===== config.mk =====
export PLATFORM = sky130hd
export DESIGN_NAME = i2c_master_register_access_unit
export DESIGN_NICKNAME = d
export VERILOG_FILES = /design/src/sv/i2cm_pkg.sv /design/src/sv/i2cm_seq.sv /design/src/sv/i2c_master_register_access_unit.sv
export SDC_FILE = /design/constraint.sdc
export NUM_CORES = 1
export LEC_CHECK = 0
export ABC_CLOCK_PERIOD_IN_PS = 5340
export BUFFER_PORTS_ARGS = -buffer_cell sky130_fd_sc_hd__buf_4
export CAP_MARGIN = 5
export CELL_PAD_IN_SITES_DETAIL_PLACEMENT = 0
export CELL_PAD_IN_SITES_GLOBAL_PLACEMENT = 1
export CORE_UTILIZATION = 35
export DETAILED_ROUTE_END_ITERATION = 16
export PLACE_DENSITY = 0.75
export SYNTH_ARGS = -nofsm -noshare
export SYNTH_HDL_FRONTEND = slang
export SYNTH_HIERARCHICAL = 1
export SYNTH_SLANG_ARGS = --single-unit

===== constraint.sdc =====
create_clock -name clk -period 5.34 [get_ports clk]
set_input_delay 0.801 -clock clk [delete_from_list [all_inputs] [get_ports clk]]
set_output_delay 0.801 -clock clk [all_outputs]
set_load 0.01 [all_outputs]

===== src/sv/i2cm_pkg.sv =====
`timescale 1ns / 1ps
// ----------------------------------------------------------------------------
// I2C master register access package
// Shared types and constants for the 16-bit register transaction master.
// ----------------------------------------------------------------------------
package i2cm_pkg;

  localparam logic [1:0] OP_TICK  = 2'd0;
  localparam logic [1:0] OP_WRITE = 2'd1;
  localparam logic [1:0] OP_READ  = 2'd2;

  localparam logic [6:0] DEV_ADDR_RESET = 7'd64;

  typedef enum logic [1:0] {
    KIND_IDLE  = 2'd0,
    KIND_WRITE = 2'd1,
    KIND_READ  = 2'd2
  } kind_t;

  typedef enum logic [3:0] {
    PH_IDLE     = 4'd0,
    PH_START_HI = 4'd1,
    PH_START_LO = 4'd2,
    PH_BIT_LO   = 4'd3,
    PH_BIT_HI   = 4'd4,
    PH_ACK_LO   = 4'd5,
    PH_ACK_HI   = 4'd6,
    PH_STRETCH  = 4'd7,
    PH_RD_LO    = 4'd8,
    PH_RD_HI    = 4'd9,
    PH_MACK_LO  = 4'd10,
    PH_MACK_HI  = 4'd11,
    PH_STOP_LO  = 4'd12,
    PH_STOP_MID = 4'd13,
    PH_STOP_HI  = 4'd14,
    PH_RS_LO    = 4'd15
  } phase_t;

  typedef struct packed {
    logic [1:0]  operation;
    logic [7:0]  register_address;
    logic [15:0] write_data;
    logic        sda_in;
  } in_item_t;

  typedef struct packed {
    logic        scl_level;
    logic        sda_level;
    logic        sda_enable;
    logic        busy_res;
    logic        read_valid;
    logic [15:0] read_word;
    logic        nack_seen;
  } out_item_t;

endpackage


===== src/sv/i2cm_seq.sv =====
`timescale 1ns / 1ps
// ----------------------------------------------------------------------------
// I2C master phase sequencer
// Holds the transaction state and works out one tick's bus levels per beat.
// ----------------------------------------------------------------------------
module i2cm_seq (
  input  logic                clk,
  input  logic                rst_n,
  input  logic                advance,
  input  i2cm_pkg::in_item_t  item,
  input  logic [6:0]          dev_addr,
  output i2cm_pkg::out_item_t result
);
  import i2cm_pkg::*;

  kind_t       kind_r, kind_nxt, cur_kind;
  phase_t      phase_r, phase_nxt, cur_phase, after_phase;
  logic [3:0]  bit_r, bit_nxt, cur_bit, after_bit, bit_inc;
  logic [2:0]  byte_r, byte_nxt, cur_byte, after_byte, byte_inc;
  logic [7:0]  shift_r, shift_nxt, cur_shift, after_shift, first_byte, next_byte;
  logic [15:0] word_r, word_nxt, cur_word;
  logic [7:0]  reg_r, reg_nxt, cur_reg;
  logic        nack_r, nack_nxt, cur_nack;
  logic        begin_hit;

  function automatic logic [7:0] byte_to_send(input logic [6:0]  addr,
                                              input logic [2:0]  idx,
                                              input kind_t       kind,
                                              input logic [7:0]  regb,
                                              input logic [15:0] word);
    logic [7:0] res;
    unique case (idx)
      3'd0: res = {addr, 1'b0};
      3'd1: res = regb;
      3'd2: res = (kind == KIND_READ) ? {addr, 1'b1} : word[15:8];
      3'd3: res = word[7:0];
      default: res = 8'hFF;
    endcase
    return res;
  endfunction

  always_comb begin
    begin_hit = (phase_r == PH_IDLE) &&
                (item.operation == OP_WRITE || item.operation == OP_READ);
    cur_kind  = kind_r;
    cur_phase = phase_r;
    cur_bit   = bit_r;
    cur_byte  = byte_r;
    cur_shift = shift_r;
    cur_word  = word_r;
    cur_reg   = reg_r;
    cur_nack  = nack_r;
    if (begin_hit) begin
      cur_kind  = (item.operation == OP_WRITE) ? KIND_WRITE : KIND_READ;
      cur_phase = PH_START_HI;
      cur_bit   = '0;
      cur_byte  = '0;
      cur_shift = '0;
      cur_word  = (item.operation == OP_WRITE) ? item.write_data : '0;
      cur_reg   = item.register_address;
      cur_nack  = 1'b0;
    end
  end

  assign bit_inc    = cur_bit + 4'd1;
  assign byte_inc   = cur_byte + 3'd1;
  assign first_byte = byte_to_send(dev_addr, cur_byte, cur_kind, cur_reg, cur_word);
  assign next_byte  = byte_to_send(dev_addr, byte_inc, cur_kind, cur_reg, cur_word);

  // Continuation once a sent byte's acknowledge slot is over.
  always_comb begin
    after_byte  = byte_inc;
    after_shift = cur_shift;
    after_bit   = cur_bit;
    after_phase = PH_STOP_LO;
    if (cur_kind == KIND_READ) begin
      if (byte_inc == 3'd2) begin
        after_phase = PH_RS_LO;
      end else if (byte_inc == 3'd3) begin
        after_shift = '0;
        after_bit   = '0;
        after_phase = PH_RD_LO;
      end
    end else if (byte_inc < 3'd4) begin
      after_shift = next_byte;
      after_bit   = '0;
      after_phase = PH_BIT_LO;
    end
  end

  always_comb begin
    kind_nxt  = cur_kind;
    phase_nxt = cur_phase;
    bit_nxt   = cur_bit;
    byte_nxt  = cur_byte;
    shift_nxt = cur_shift;
    word_nxt  = cur_word;
    reg_nxt   = cur_reg;
    nack_nxt  = cur_nack;
    unique case (cur_phase)
      PH_IDLE: ;
      PH_START_HI: phase_nxt = PH_START_LO;
      PH_START_LO: begin
        shift_nxt = first_byte;
        bit_nxt   = '0;
        phase_nxt = PH_BIT_LO;
      end
      PH_BIT_LO: phase_nxt = PH_BIT_HI;
      PH_BIT_HI: begin
        shift_nxt = {cur_shift[6:0], 1'b0};
        bit_nxt   = bit_inc;
        phase_nxt = bit_inc[3] ? PH_ACK_LO : PH_BIT_LO;
      end
      PH_ACK_LO: phase_nxt = PH_ACK_HI;
      PH_ACK_HI: begin
        if (item.sda_in) begin
          nack_nxt  = 1'b1;
          phase_nxt = PH_STRETCH;
        end else begin
          byte_nxt  = after_byte;
          shift_nxt = after_shift;
          bit_nxt   = after_bit;
          phase_nxt = after_phase;
        end
      end
      PH_STRETCH: begin
        byte_nxt  = after_byte;
        shift_nxt = after_shift;
        bit_nxt   = after_bit;
        phase_nxt = after_phase;
      end
      PH_RD_LO: phase_nxt = PH_RD_HI;
      PH_RD_HI: begin
        shift_nxt = {cur_shift[6:0], item.sda_in};
        bit_nxt   = bit_inc;
        phase_nxt = bit_inc[3] ? PH_MACK_LO : PH_RD_LO;
      end
      PH_MACK_LO: phase_nxt = PH_MACK_HI;
      PH_MACK_HI: begin
        word_nxt = {cur_word[7:0], cur_shift};
        byte_nxt = byte_inc;
        if (byte_inc == 3'd4) begin
          shift_nxt = '0;
          bit_nxt   = '0;
          phase_nxt = PH_RD_LO;
        end else begin
          phase_nxt = PH_STOP_LO;
        end
      end
      PH_STOP_LO:  phase_nxt = PH_STOP_MID;
      PH_STOP_MID: phase_nxt = PH_STOP_HI;
      PH_STOP_HI: begin
        kind_nxt  = KIND_IDLE;
        phase_nxt = PH_IDLE;
      end
      PH_RS_LO: phase_nxt = PH_START_HI;
    endcase
  end

  always_comb begin
    result            = '0;
    result.scl_level  = 1'b1;
    result.sda_level  = 1'b1;
    result.sda_enable = 1'b1;
    result.busy_res   = 1'b1;
    result.nack_seen  = nack_nxt;
    unique case (cur_phase)
      PH_IDLE:     result.busy_res = 1'b0;
      PH_START_HI: ;
      PH_START_LO: result.sda_level = 1'b0;
      PH_BIT_LO: begin
        result.scl_level = 1'b0;
        result.sda_level = cur_shift[7];
      end
      PH_BIT_HI:   result.sda_level = cur_shift[7];
      PH_ACK_LO: begin
        result.scl_level  = 1'b0;
        result.sda_enable = 1'b0;
      end
      PH_ACK_HI, PH_STRETCH, PH_RD_HI: result.sda_enable = 1'b0;
      PH_RD_LO: begin
        result.scl_level  = 1'b0;
        result.sda_enable = 1'b0;
      end
      PH_MACK_LO: begin
        result.scl_level = 1'b0;
        result.sda_level = cur_byte[2];
      end
      PH_MACK_HI:  result.sda_level = cur_byte[2];
      PH_STOP_LO: begin
        result.scl_level = 1'b0;
        result.sda_level = 1'b0;
      end
      PH_STOP_MID: result.sda_level = 1'b0;
      PH_STOP_HI: begin
        if (cur_kind == KIND_READ) begin
          result.read_valid = 1'b1;
          result.read_word  = cur_word;
        end
      end
      PH_RS_LO:    result.scl_level = 1'b0;
    endcase
  end

  always_ff @(posedge clk) begin
    if (!rst_n) begin
      kind_r  <= KIND_IDLE;
      phase_r <= PH_IDLE;
      bit_r   <= '0;
      byte_r  <= '0;
      shift_r <= '0;
      word_r  <= '0;
      reg_r   <= '0;
      nack_r  <= 1'b0;
    end else if (advance) begin
      kind_r  <= kind_nxt;
      phase_r <= phase_nxt;
      bit_r   <= bit_nxt;
      byte_r  <= byte_nxt;
      shift_r <= shift_nxt;
      word_r  <= word_nxt;
      reg_r   <= reg_nxt;
      nack_r  <= nack_nxt;
    end
  end

endmodule


===== src/sv/i2c_master_register_access_unit.sv =====
`timescale 1ns / 1ps
// ----------------------------------------------------------------------------
// I2C master register access unit
// Tick-driven I2C master for 16-bit register writes and reads.
// ----------------------------------------------------------------------------
// A beat waits in the input register; the sequencer's result for it is
// registered in the result register. Throughput: one beat per cycle while
// the receiver takes results; each register takes a new beat as its own moves on.
// Reset: synchronous, active low; the bus sequencer returns to idle, both
// registers empty and the device address returns to 64.
module i2c_master_register_access_unit (
  input  logic                clk,
  input  logic                rst_n,
  input  logic                in_valid,
  output logic                in_ready,
  input  i2cm_pkg::in_item_t  in_data,
  output logic                out_valid,
  input  logic                out_ready,
  output i2cm_pkg::out_item_t out_data,
  input  logic                cfg_valid,
  output logic                cfg_ready,
  input  logic [6:0]          cfg_data
);
  import i2cm_pkg::*;

  in_item_t   in_data_r;
  logic       in_valid_r;
  out_item_t  out_data_r;
  logic       out_valid_r;
  out_item_t  result;
  logic [6:0] dev_addr_r;
  logic       advance;

  assign advance   = in_valid_r && (!out_valid_r || out_ready);
  assign in_ready  = !in_valid_r || advance;
  assign cfg_ready = 1'b1;
  assign out_valid = out_valid_r;
  assign out_data  = out_data_r;

  i2cm_seq u_seq (
    .clk      (clk),
    .rst_n    (rst_n),
    .advance  (advance),
    .item     (in_data_r),
    .dev_addr (dev_addr_r),
    .result   (result)
  );

  always_ff @(posedge clk) begin
    if (!rst_n) begin
      dev_addr_r <= DEV_ADDR_RESET;
    end else if (cfg_valid && cfg_ready) begin
      dev_addr_r <= cfg_data;
    end
  end

  always_ff @(posedge clk) begin
    if (!rst_n) begin
      in_valid_r <= 1'b0;
    end else if (in_valid && in_ready) begin
      in_valid_r <= 1'b1;
    end else if (advance) begin
      in_valid_r <= 1'b0;
    end
  end

  always_ff @(posedge clk) begin
    if (in_valid && in_ready) begin
      in_data_r <= in_data;
    end
  end

  always_ff @(posedge clk) begin
    if (!rst_n) begin
      out_valid_r <= 1'b0;
    end else if (advance) begin
      out_valid_r <= 1'b1;
    end else if (out_ready) begin
      out_valid_r <= 1'b0;
    end
  end

  always_ff @(posedge clk) begin
    if (advance) begin
      out_data_r <= result;
    end
  end

  a_empty_stage_ready: assert property (@(posedge clk) disable iff (!rst_n)
    !in_valid_r |-> in_ready)
    else $error("input register empty but not ready");

  a_read_only_when_busy: assert property (@(posedge clk) disable iff (!rst_n)
    out_valid_r && out_data_r.read_valid |-> out_data_r.busy_res)
    else $error("read word delivered outside a transaction");

  a_word_zero_unless_read: assert property (@(posedge clk) disable iff (!rst_n)
    out_valid_r && !out_data_r.read_valid |-> out_data_r.read_word == 16'd0)
    else $error("read word not zero without a completed read");

  a_released_sda_high: assert property (@(posedge clk) disable iff (!rst_n)
    out_valid_r && !out_data_r.sda_enable |-> out_data_r.sda_level)
    else $error("SDA released with a low level");

  a_idle_bus_levels: assert property (@(posedge clk) disable iff (!rst_n)
    out_valid_r && !out_data_r.busy_res |->
      out_data_r.scl_level && out_data_r.sda_level && out_data_r.sda_enable)
    else $error("idle beat does not drive both lines high");

endmodule


==> key figures, run 1 <==
Status
  – Outcome: completed

Synth
  – Dominant combinational cell family by area after synthesis: compound AO/OA/AOI/OAI gates
  – Share of the synthesized area in compound gates (AO/OA/AOI/OAI): a little under a quarter
  – Mux cell area share after synthesis: 4.254%
  – Post-synthesis instance area: 5794 sq um
  – Cell count after synthesis: 631
  – Post-synth cell types: 77
  – Flops & latches, synth: 104
  – Post-synthesis area per instance: 9.183 sq um
  – Sequential area share after synthesis: around 44%
  – Asr flop ratio synth: 0%
  – Number of flops mapped to enable cells by yosys: 49
  – Synthesized Nets: 679
  – Top FF cell, synth: sky130_fd_sc_hd__dfxtp_1
  – Ys Warns: 6
  – Synthesized-area fraction occupied by and/or/nand/nor cells: 19.56%
  – XOR/XNOR share of the synthesized area: less than 1%
  – Adder-Cell Fraction of Synth Area: 1.943%

Clocking
  – Cts bufs inserted: 9
  – CTS max path bufs: 2
  – Root Driver: sky130_fd_sc_hd__clkbuf_16
  – Number of levels the H-tree was split into: 3
  – Setup repair bufs after CTS: 0
  – Clk sink count: 104
  – Number of gates given a new drive strength after cts: 0
  – Post-CTS Hold Buffers: 0
  – TritonCTS clock tree: done
  – Reg clk slew, reported paths: 80 ps
  – Latest clock arrival within the worst-skew pair: 360 ps

STA
  – Fin Clk Skew: 5.808 ps
  – Setup violations, final: 0
  – Unrepaired setup endpoints after global routing: false
  – Final-report max-slew violation count: 0
  – Share of the clock period used by the worst path after layout: 72.50%
  – Worst-Margin Slew: 1106 ps
  – Post-route setup TNS: 0 ps
  – Minimum clock period: 3871 ps
  – Max Clk Rate: ~260 MHz
  – Worst relative slew slack: roughly 25%
  – Smallest hold slack: 468.0 ps
  – Fin. Hold Viols: 0

Detailed routing
  – Wirelength per Cell: 21.74 um
  – Routed metal-1 wire length: 8726 um
  – Number of nets with antenna violations after detailed routing: 0
  – Met2 WL: 8744 um
  – Post-detailed-route DRC marker count: 0
  – Total wire length after detailed routing: 19,220 um
  – Uppermost signal routing layer after detailed routing: met4
  – Routed met3 length: around 1200 um
  – Routed vias/inst: 5.820
  – Total number of vias: 5,145
  – Initial drt markers: 565
  – Number of iterations in the first detailed-routing pass: 5

Layout
  – Post-route standard cell area excluding fillers: 6685 sq um
  – Most frequent cells in the layout: sky130_fd_sc_hd__buf_4 (72), sky130_fd_sc_hd__nand2_1 (67), sky130_fd_sc_hd__dfxtp_1 (55)
  – Antenna diodes: 0
  – Nets@finish: 711
  – Fraction of layout cells with a size suffix above 1: roughly 16%
  – Signed area change from the synthesized netlist to the final layout: 15.37%
  – Final cell count without fillers: 884
  – Most common cell after layout, fill and taps aside: sky130_fd_sc_hd__buf_4

Critical path
  – Capturing element of the worst setup path: u_seq/shift_r[5]
  – Category of cells accounting for the largest share of critical-path delay: compound AO/OA/AOI/OAI gates
  – Critical Path AT: 4090 ps
  – Path length in cells of the critical path: 12
  – Required time at the worst-slack endpoint: 5560 ps
  – Critical path launch point: u_seq/phase_r[1]
  – Highest-delay cell along the critical path: sky130_fd_sc_hd__a2111oi_0
  – Startpoint of the worst register-to-register path: u_seq/phase_r[1]
  – CP cell instances: buf_4, nor4_4, nand2_1, nand2_1, inv_1, ha_1, ha_1, nor2b_1, o32ai_1, a22o_1, a2111oi_0, o311ai_1
  – Highest fanout seen on the critical path: 27
  – Worst setup SP type: flip-flop
  – Critical path buffer and inverter count: 2
  – Critical Setup Path Class: flip-flop to flip-flop
  – R2r setup slk: 1470 ps
  – Worst stage delay on the critical path: between 600 and 700 ps
  – Critical path endpoint category: flip-flop
  – Reg-to-Reg End: u_seq/shift_r[5]
  – Register-to-Register Path Depth: 12

Hold path
  – Tightest Hold Check Type: flip-flop to flip-flop

Floorplan
  – Starting density of the core: 36.21%
  – Number of top-level design ports: 64
  – Die height: roughly 130 um
  – Die width: roughly 130 um
  – Core Footprint: 16,000 sq um
  – Placement row count: 46
  – DIE AREA: 17,070 sq um

Run
  – Max-cap viol count: 0

Placement
  – Placer Congestion: between 0.9 and 1
  – Port Buf Inserts: 62
  – Cell count after placement: between 800 and 900
  – DPL Wire Length: 13,750 um
  – Total cell area at the placement stage: around 6400 sq um

Global route
  – Via count of the first global-routing pass: 4,743
  – Pin count of the biggest net entering global routing: 66
  – Global-route wire length before repair: 28,890 um
  – Number of antenna violations at the first check in global routing: 0
  – Total gr overflow: 0
  – Global-route usage over all layers: 23.48%

Pwr
  – Total power density per cell area: 275.1 nW/um^2
  – Static power due to leakage: 0.002395 uW
  – Worst ir drop on vdd: 164.5 uV
## worst min-delay path, stage by stage, from the launching register on
cell	delay, ps
sky130_fd_sc_hd__dfxtp_1	310
sky130_fd_sc_hd__nand2_1	50
sky130_fd_sc_hd__a21boi_0	60
## synthesized netlist by cell type, drive strengths merged, types with 3 or more instances
cell | n | area (sq um)
a221oi | 10 | 87.58
ha | 9 | 112.6
o21a | 4 | 30.03
mux2 | 5 | 56.30
nand3b | 9 | 67.56
a32o | 3 | 30.03
inv | 20 | 75.07
dfxtp | 55 | 1101
nand3 | 18 | 90.09
nor3 | 16 | 80.08
edfxtp | 49 | 1471
a21o | 3 | 22.52
o211a | 3 | 30.03
a211o | 3 | 26.28
a211oi | 5 | 37.54
nand4 | 4 | 25.02
nor2 | 37 | 148.9
nor4 | 4 | 46.29
a21boi | 13 | 97.59
nor2b | 32 | 200.2
o2111ai | 5 | 43.79
nand2 | 67 | 251.5
a22o | 6 | 52.55
o221ai | 3 | 26.28
a21oi | 47 | 235.2
nand2b | 8 | 50.05
a22oi | 11 | 82.58
mux2i | 19 | 190.2
o211ai | 11 | 82.58
and2 | 10 | 62.56
buf | 16 | 106.4
a31oi | 7 | 43.79
o311ai | 3 | 26.28
and3 | 5 | 31.28
o32ai | 3 | 26.28
o21ai | 38 | 193.9
clkbuf | 35 | 131.4
## metal layers
metal	global-route usage, %	vias up
met3	4.235	34
met5	0	-
met1	32.51	2492
met4	9.669	0
met2	36.01	224
li1	-	2395
## logic make-up (layout without fill, tap and decap cells)
logic type / after synthesis / after routing
AOI/OAI and AO/OA: 200 / 200
xor gates and xnor gates: 3 / 3
adders and majority gates: 9 / 9
buffers and inverters: 72 / 109
DFF: 104 / 104
muxes: 24 / 24
other: 1 / 1
and+or+nand+nor: 218 / 218
## registers in the layout, indices dropped and copies added (netlist names)
register	flops
u_seq/kind_r	2
u_seq/reg_r	8
in_valid_r	1
out_data	22
dev_addr_r	7
u_seq/bit_r	4
in_data_r	27
u_seq/word_r	16
u_seq/phase_r	4
u_seq/byte_r	3
u_seq/nack_r	1
out_valid	1
u_seq/shift_r	8
## report_power, final
| part | leakage [uW] | internal (uW) | switching, uW | total [uW] |
|---|---|---|---|---|
| logic | 0.00134 | 98.2 | 181 | 279 |
| registers | 0.000916 | 867 | 24.1 | 891 |
| clock network | 0.000140 | 331 | 337 | 668 |
| total | 0.00239 | 1300 | 542 | 1840 |
## worst min-delay path by stage
| stage | from | to | depth (start not counted) |
|---|---|---|---|
| after floorplan | u_seq/reg_r[3] | u_seq/reg_r[3] | 2 |
| after global placement | u_seq/reg_r[3] | u_seq/reg_r[3] | 2 |
| after detailed placement | u_seq/reg_r[2] | u_seq/reg_r[2] | 2 |
| after CTS | u_seq/reg_r[2] | u_seq/reg_r[2] | 2 |
| after global routing | u_seq/reg_r[1] | u_seq/reg_r[1] | 2 |
| final | u_seq/reg_r[2] | u_seq/reg_r[2] | 2 |
## metrics by stage
stage | utilization (%) | setup slack, ps | power (uW)
final | 41.78 | 1469 | 1839
after global routing | 41.78 | 1250 | 1915
after CTS | 41.78 | 1624 | 1855
after detailed placement | 39.91 | 1652 | 1186
after global placement | 39.91 | 1641 | 1184
after floorplan | - | 1455 | 1079
## final cells by class
class | instances | area (sq um)
fill | 1623 | 9315
timing repair buffer | 72 | 540.5
clock buffer | 9 | 225.2
sequential | 104 | 2572
multi-input combinational | 455 | 2924
tap | 216 | 270.3
inverter | 21 | 78.83
clock inverter | 7 | 73.82
Note: power is estimated with default switching activity, not from simulation.
==> run 2, diff against run 1 <==
- ABC_AREA: not set -> 1
- ABC_CLOCK_PERIOD_IN_PS: 5340 -> 4000
- PLACE_DENSITY: 0.75 -> 0.78
- clock period: 5.34 -> 4 ns (I/O delays scaled with it)
==> key figures, run 2 <==
Clocking
  – Setup repair bufs after CTS: 0
  – Latest clock arrival within the worst-skew pair: between 300 and 400 ps
  – Clk sink count: around 100
  – Number of gates given a new drive strength after cts: 0
  – Cts bufs inserted: 9
  – Post-CTS Hold Buffers: 0
  – Root Driver: sky130_fd_sc_hd__clkbuf_16
  – Number of levels the H-tree was split into: 3
  – TritonCTS clock tree: done
  – Reg clk slew, reported paths: 70 ps
  – CTS max path bufs: 2

Floorplan
  – Core Footprint: 16,000 sq um
  – Die width: 130.3 um
  – DIE AREA: roughly 17,000 sq um
  – Number of top-level design ports: 64
  – Die height: roughly 130 um
  – Starting density of the core: 36.03%
  – Placement row count: 46

Layout
  – Signed area change from the synthesized netlist to the final layout: 15.91%
  – Antenna diodes: 0
  – Most frequent cells in the layout: sky130_fd_sc_hd__nand2_1 (210), sky130_fd_sc_hd__inv_1 (101), sky130_fd_sc_hd__nor2_1 (92)
  – Fraction of layout cells with a size suffix above 1: 13.67%
  – Flip-flop count of the largest register, all copies and words added: 27
  – Top reg by flops: in_data_r
  – Nets@finish: around 900
  – Most common cell after layout, fill and taps aside: sky130_fd_sc_hd__nand2_1

Synth
  – Main area contributors after synthesis: sky130_fd_sc_hd__edfxtp_1 (26%), sky130_fd_sc_hd__dfxtp_1 (19%), sky130_fd_sc_hd__nand2_1 (14%), sky130_fd_sc_hd__inv_1 (6.6%), sky130_fd_sc_hd__nor2_1 (6.0%)
  – Post-synthesis area per instance: 7.343 sq um
  – Top FF cell, synth: sky130_fd_sc_hd__dfxtp_1
  – Number of flops mapped to enable cells by yosys: 49
  – Ranking of synthesized cells by instance count: sky130_fd_sc_hd__nand2_1 (210), sky130_fd_sc_hd__inv_1 (101), sky130_fd_sc_hd__nor2_1 (92)
  – Post-synthesis instance area: 5764 sq um
  – Ys Warns: 6
  – Synthesized Nets: around 830
  – Asr flop ratio synth: 0%
  – Biggest area consumer among synthesized cells: sky130_fd_sc_hd__edfxtp_1
  – Cell count after synthesis: about 790
  – Proportion of netlist area held by the largest area contributor: roughly 26%
  – Flops & latches, synth: 104
  – Post-synth cell types: 37
  – Cell with the most instances after synthesis: sky130_fd_sc_hd__nand2_1
  – Sequential area share after synthesis: around 45%

Critical path
  – Critical path endpoint category: flip-flop
  – Category of cells accounting for the largest share of critical-path delay: simple AND/OR/NAND/NOR gates
  – Critical Setup Path Class: flip-flop to flip-flop
  – CP cell instances: ha_1, inv_2, nand3_4, nand2_1, inv_1, ha_1, ha_1, nand2_1, clkinv_1, nor3_2, nor2_1, nand4_1, a21oi_1, nand2_1, nand2_1, a21oi_1
  – Worst setup SP type: flip-flop
  – Critical Path AT: 3780 ps
  – Worst stage delay on the critical path: 540 ps
  – Most common cell on crit path: sky130_fd_sc_hd__nand2_1
  – Critical path buffer and inverter count: 3
  – Highest-delay cell along the critical path: sky130_fd_sc_hd__nor3_2
  – Required time at the worst-slack endpoint: roughly 4300 ps
  – Highest fanout seen on the critical path: 16

STA
  – Worst-Margin Slew: 1145 ps
  – Fin Clk Skew: 6.686 ps
  – Post-route setup TNS: 0 ps
  – Final-report max-slew violation count: 0
  – Max Clk Rate: 286.5 MHz
  – Fin. Hold Viols: 0
  – Setup ws final: 509.3 ps
  – Worst relative slew slack: between 20% and 30%
  – Setup violations, final: 0
  – Minimum clock period: 3491 ps
  – Unrepaired setup endpoints after global routing: false
  – Share of the clock period used by the worst path after layout: 87.27%

Pwr
  – Switching Power: 782.1 uW
  – Worst ir drop on vdd: 220.7 uV
  – Portion of total power attributed to combinational logic: 19.0%
  – Share of total power consumed by net switching: between 30% and 40%
  – Static power due to leakage: between 0.003 and 0.004 uW
  – Clock power share: 34.7%
  – Fraction of power consumed by sequential logic: 46.3%
  – Internal power of the cells: roughly 1800 uW
  – Total power density per cell area: between 300 and 400 nW/um^2

Status
  – Outcome: completed

Detailed routing
  – Total number of vias: between 5,000 and 6,000
  – Number of nets with antenna violations after detailed routing: 0
  – Number of iterations in the first detailed-routing pass: 7
  – Routed vias/inst: 5.007
  – Initial drt markers: approximately 430
  – Wirelength per Cell: ~16 um
  – Post-detailed-route DRC marker count: 0
  – Total wire length after detailed routing: 16,900 um

Placement
  – Port Buf Inserts: just over 60
  – DPL Wire Length: roughly 12,000 um
  – Placer Congestion: 0.9482
  – Setup Slack @ Placement: 589.9 ps

Hold path
  – Tightest Hold Check Type: primary input to flip-flop

Global route
  – Global-route wire length before repair: 26,260 um
  – Pin count of the biggest net entering global routing: 85
  – Total gr overflow: 0
  – Global-route usage over all layers: 20.79%
  – Number of antenna violations at the first check in global routing: 0
  – Via count of the first global-routing pass: 4,692

Run
  – Max-cap viol count: 0
run 2: cell count changes in the layout (fill, tap and decap cells not counted), moves of 10 or more:
cell / before / now
sky130_fd_sc_hd__a21boi_0: 11 / 0
sky130_fd_sc_hd__a21oi_1: 46 / 35
sky130_fd_sc_hd__a221oi_1: 10 / 0
sky130_fd_sc_hd__a22oi_1: 11 / 0
sky130_fd_sc_hd__inv_1: 19 / 101
sky130_fd_sc_hd__mux2i_1: 19 / 0
sky130_fd_sc_hd__nand2_1: 67 / 210
sky130_fd_sc_hd__nand3_1: 18 / 68
sky130_fd_sc_hd__nand4_1: 4 / 23
sky130_fd_sc_hd__nor2_1: 35 / 92
sky130_fd_sc_hd__nor2b_1: 31 / 0
sky130_fd_sc_hd__nor3_1: 16 / 0
run 2: path summary, 6_finish.rpt:
path / from / to / slack, ps / cells past startpoint
min reg2reg: u_seq/kind_r[1] / u_seq/kind_r[1] / 470 / 2
max reg2reg: in_data_r[25] / u_seq/shift_r[2] / 510 / 16
min: in_data[14] / in_data_r[14] / 410 / 1
max: in_data_r[25] / u_seq/shift_r[2] / 510 / 16
run 2: area by class of cell:
type / instances / area (sq um)
inverters: 112 / 420.4
repair buffers: 67 / 503.0
multi-input cells: 536 / 2614
fillers: 1744 / 9319
flip-flops and latches: 104 / 2572
clock inverters: 6 / 76.32
well taps: 216 / 270.3
clock buffers: 9 / 225.2
run 2: per-stage QoR:
stage                     util (%)  hold WS, ps  total power [uW]  cells  area (sq um)
after floorplan                  -        444.6              1542    785          5764
after global placement       39.87        453.1              1711   1035          6380
after detailed placement     39.87        456.3              1712   1035          6380
after CTS                    41.76        399.3              2619   1050          6681
after global routing         41.76        396.0              2720   1050          6681
final                        41.76        412.5              2596   1050          6681
run 2: logic make-up (layout without fill, tap and decap cells):
group / count (synthesis) / after routing / synth area share (%)
compound gates: 110 / 110 / 11.01
fa+ha+maj: 9 / 9 / 1.954
buf+inv: 145 / 194 / 10.22
flops: 104 / 104 / 44.63
other cells: 1 / 1 / 0.06506
simple gates: 416 / 416 / 32.13
run 2: power by group through the flow:
stage | logic, uW | clock network [uW] | registers (uW)
6_report | 493 | 902 | 1200
5_1_grt | 545 | 967 | 1210
4_1_cts | 489 | 929 | 1200
3_5_place_dp | 487 | 0 | 1230
3_3_place_gp | 487 | 0 | 1220
2_1_floorplan | 324 | 0 | 1220
run 2: metal layers:
metal	routed length (um)	part of all wire [%]	track usage, %
met3	926	5.5	3.526
met1	8467	50	30.38
met2	7322	43	31.41
met5	0	0	0
met4	181	1.1	5.680
==> run 3, diff against run 2 <==
- ABC_AREA: 1 -> not set
- PLACE_DENSITY: 0.78 -> 0.75
==> key figures, run 3 (synthesis gave the netlist of run 1 again) <==
Status
  – Outcome: completed

Layout
  – Signed area change from the synthesized netlist to the final layout: 17.66%
  – Layout fillers: between 1,500 and 2,000
  – Antenna diodes: 0
  – Top reg by flops: in_data_r
  – Most frequent cells in the layout: sky130_fd_sc_hd__buf_4 (88), sky130_fd_sc_hd__nand2_1 (67), sky130_fd_sc_hd__dfxtp_1 (55)
  – Fraction of layout cells with a size suffix above 1: 17.54%
  – Sequential standard cell area: 2572 sq um
  – Area of the multi-input gates: between 2000 and 3000 sq um
  – Nets@finish: 727
  – Most common cell after layout, fill and taps aside: sky130_fd_sc_hd__buf_4
  – Flip-flop count of the largest register, all copies and words added: 27

Critical path
  – Startpoint of the worst register-to-register path: u_seq/phase_r[0]
  – Critical Setup Path Class: flip-flop to flip-flop
  – Reg-to-Reg End: u_seq/shift_r[5]
  – Critical path endpoint category: flip-flop
  – Highest fanout seen on the critical path: 19
  – Critical Path AT: 3780 ps
  – Worst setup SP type: flip-flop
  – R2r setup slk: around 430 ps
  – Required time at the worst-slack endpoint: 4210 ps
  – Capturing element of the worst setup path: u_seq/shift_r[5]
  – Register-to-Register Path Depth: 11
  – Critical path launch point: u_seq/phase_r[0]

Clocking
  – TritonCTS clock tree: done
  – Latest clock arrival within the worst-skew pair: 360 ps
  – CTS max path bufs: 2
  – Cts bufs inserted: 9
  – Setup repair bufs after CTS: 0
  – Clk sink count: 104
  – Number of levels the H-tree was split into: 3
  – Reg clk slew, reported paths: 80 ps
  – Root Driver: sky130_fd_sc_hd__clkbuf_16
  – Post-CTS Hold Buffers: 0

Floorplan
  – Die height: 130.7 um
  – Die width: 130.7 um
  – Core Footprint: 16,000 sq um
  – Starting density of the core: 36.21%
  – Placement row count: 46
  – DIE AREA: 17,070 sq um
  – Number of top-level design ports: between 60 and 70

STA
  – Worst relative slew slack: 30.69%
  – Worst-Margin Slew: between 1000 and 1500 ps
  – Max Clk Rate: 280.0 MHz
  – Setup violations, final: 0
  – Minimum clock period: roughly 3600 ps
  – Unrepaired setup endpoints after global routing: false
  – Fin. Hold Viols: 0
  – Share of the clock period used by the worst path after layout: 89.27%
  – Setup ws final: 429.1 ps
  – Fin Clk Skew: 8.603 ps
  – Post-route setup TNS: 0 ps
  – Final-report max-slew violation count: 0

Pwr
  – Total power density per cell area: 367.4 nW/um^2
  – Static power due to leakage: roughly 0.0025 uW
  – Worst ir drop on vdd: 242.5 uV

Global route
  – Total gr overflow: 0
  – Pin count of the biggest net entering global routing: 61
  – Global-route usage over all layers: around a quarter
  – Number of antenna violations at the first check in global routing: 0
  – Via count of the first global-routing pass: 4,895
  – Global-route wire length before repair: 29,300 um

Detailed routing
  – Routed vias/inst: a little under 6
  – Number of iterations in the first detailed-routing pass: 5
  – Wirelength per Cell: 21.38 um
  – Total wire length after detailed routing: 19,240 um
  – Initial drt markers: 554
  – Post-detailed-route DRC marker count: 0
  – Number of nets with antenna violations after detailed routing: 0
  – Total number of vias: 5,200

Run
  – Max-cap viol count: 0

Placement
  – Setup Slack @ Placement: around 450 ps
  – DPL Wire Length: 14,290 um
  – Placer Congestion: 0.9400
  – Port Buf Inserts: 62

Hold path
  – Tightest Hold Check Type: primary input to flip-flop
## run 3: final cells by class
cell class	count	share of cell area [%]
Inverter	21	1.156
Clock inverter	7	1.248
Clock buffer	9	3.303
Timing Repair Buffer	88	9.690
Tap cell	216	3.964
Sequential cell	104	37.73
Multi-Input combinational cell	455	42.91
## run 3: what timing repair did
item,CTS,global route
endpoints found under the setup margin,0,1
endpoints found under the hold margin,0,0
resized for setup,0,1
## run 3: through the flow
step           util (%)  cells  total power (uW)  area [sq um]  hold WS, ps
2_1_floorplan         -    631              1441          5794        439.3
3_3_place_gp      40.66    884              1592          6506        448.4
3_5_place_dp      40.66    884              1593          6506        458.1
4_1_cts           42.60    900              2526          6817        401.5
5_1_grt           42.61    900              2604          6818        395.7
6_report          42.61    900              2505          6818        411.3
## run 3: worst min-delay path by stage
| stage | from | endpoint | slack [ps] | cells past startpoint |
|---|---|---|---|---|
| 5_1_grt | in_data[3] | in_data_r[3] | 400 | 1 |
| 3_5_place_dp | u_seq/reg_r[7] | u_seq/reg_r[7] | 460 | 2 |
| 3_3_place_gp | u_seq/reg_r[3] | u_seq/reg_r[3] | 450 | 2 |
| 6_report | in_data[3] | in_data_r[3] | 410 | 1 |
| 4_1_cts | in_data[3] | in_data_r[3] | 400 | 1 |
| 2_1_floorplan | u_seq/reg_r[3] | u_seq/reg_r[3] | 440 | 2 |
## run 3: power breakdown
part	switching (uW)	leakage [uW]	internal (uW)
clock network	434	0.000146	499
logic	235	0.00142	142
registers	37.4	0.000916	1160
## run 3: worst max-delay path, stage by stage, from the launching register on
cell and delay, ps:
sky130_fd_sc_hd__dfxtp_1 510, sky130_fd_sc_hd__nor4_4 420, sky130_fd_sc_hd__nand2_1 150, sky130_fd_sc_hd__nand2_1 180, sky130_fd_sc_hd__inv_1 110, sky130_fd_sc_hd__ha_1 190
sky130_fd_sc_hd__ha_1 330, sky130_fd_sc_hd__nor2b_1 240, sky130_fd_sc_hd__o32ai_1 250, sky130_fd_sc_hd__a22o_1 300, sky130_fd_sc_hd__a2111oi_1 570, sky130_fd_sc_hd__o311ai_1 180
## run 3: per-layer routing
| layer | track usage (%) | routed length [um] |
|---|---|---|
| met1 | 33.27 | 9107 |
| met4 | 8.181 | 384 |
| met5 | 0 | 0 |
| met3 | 4.235 | 1069 |
| met2 | 36.04 | 8682 |
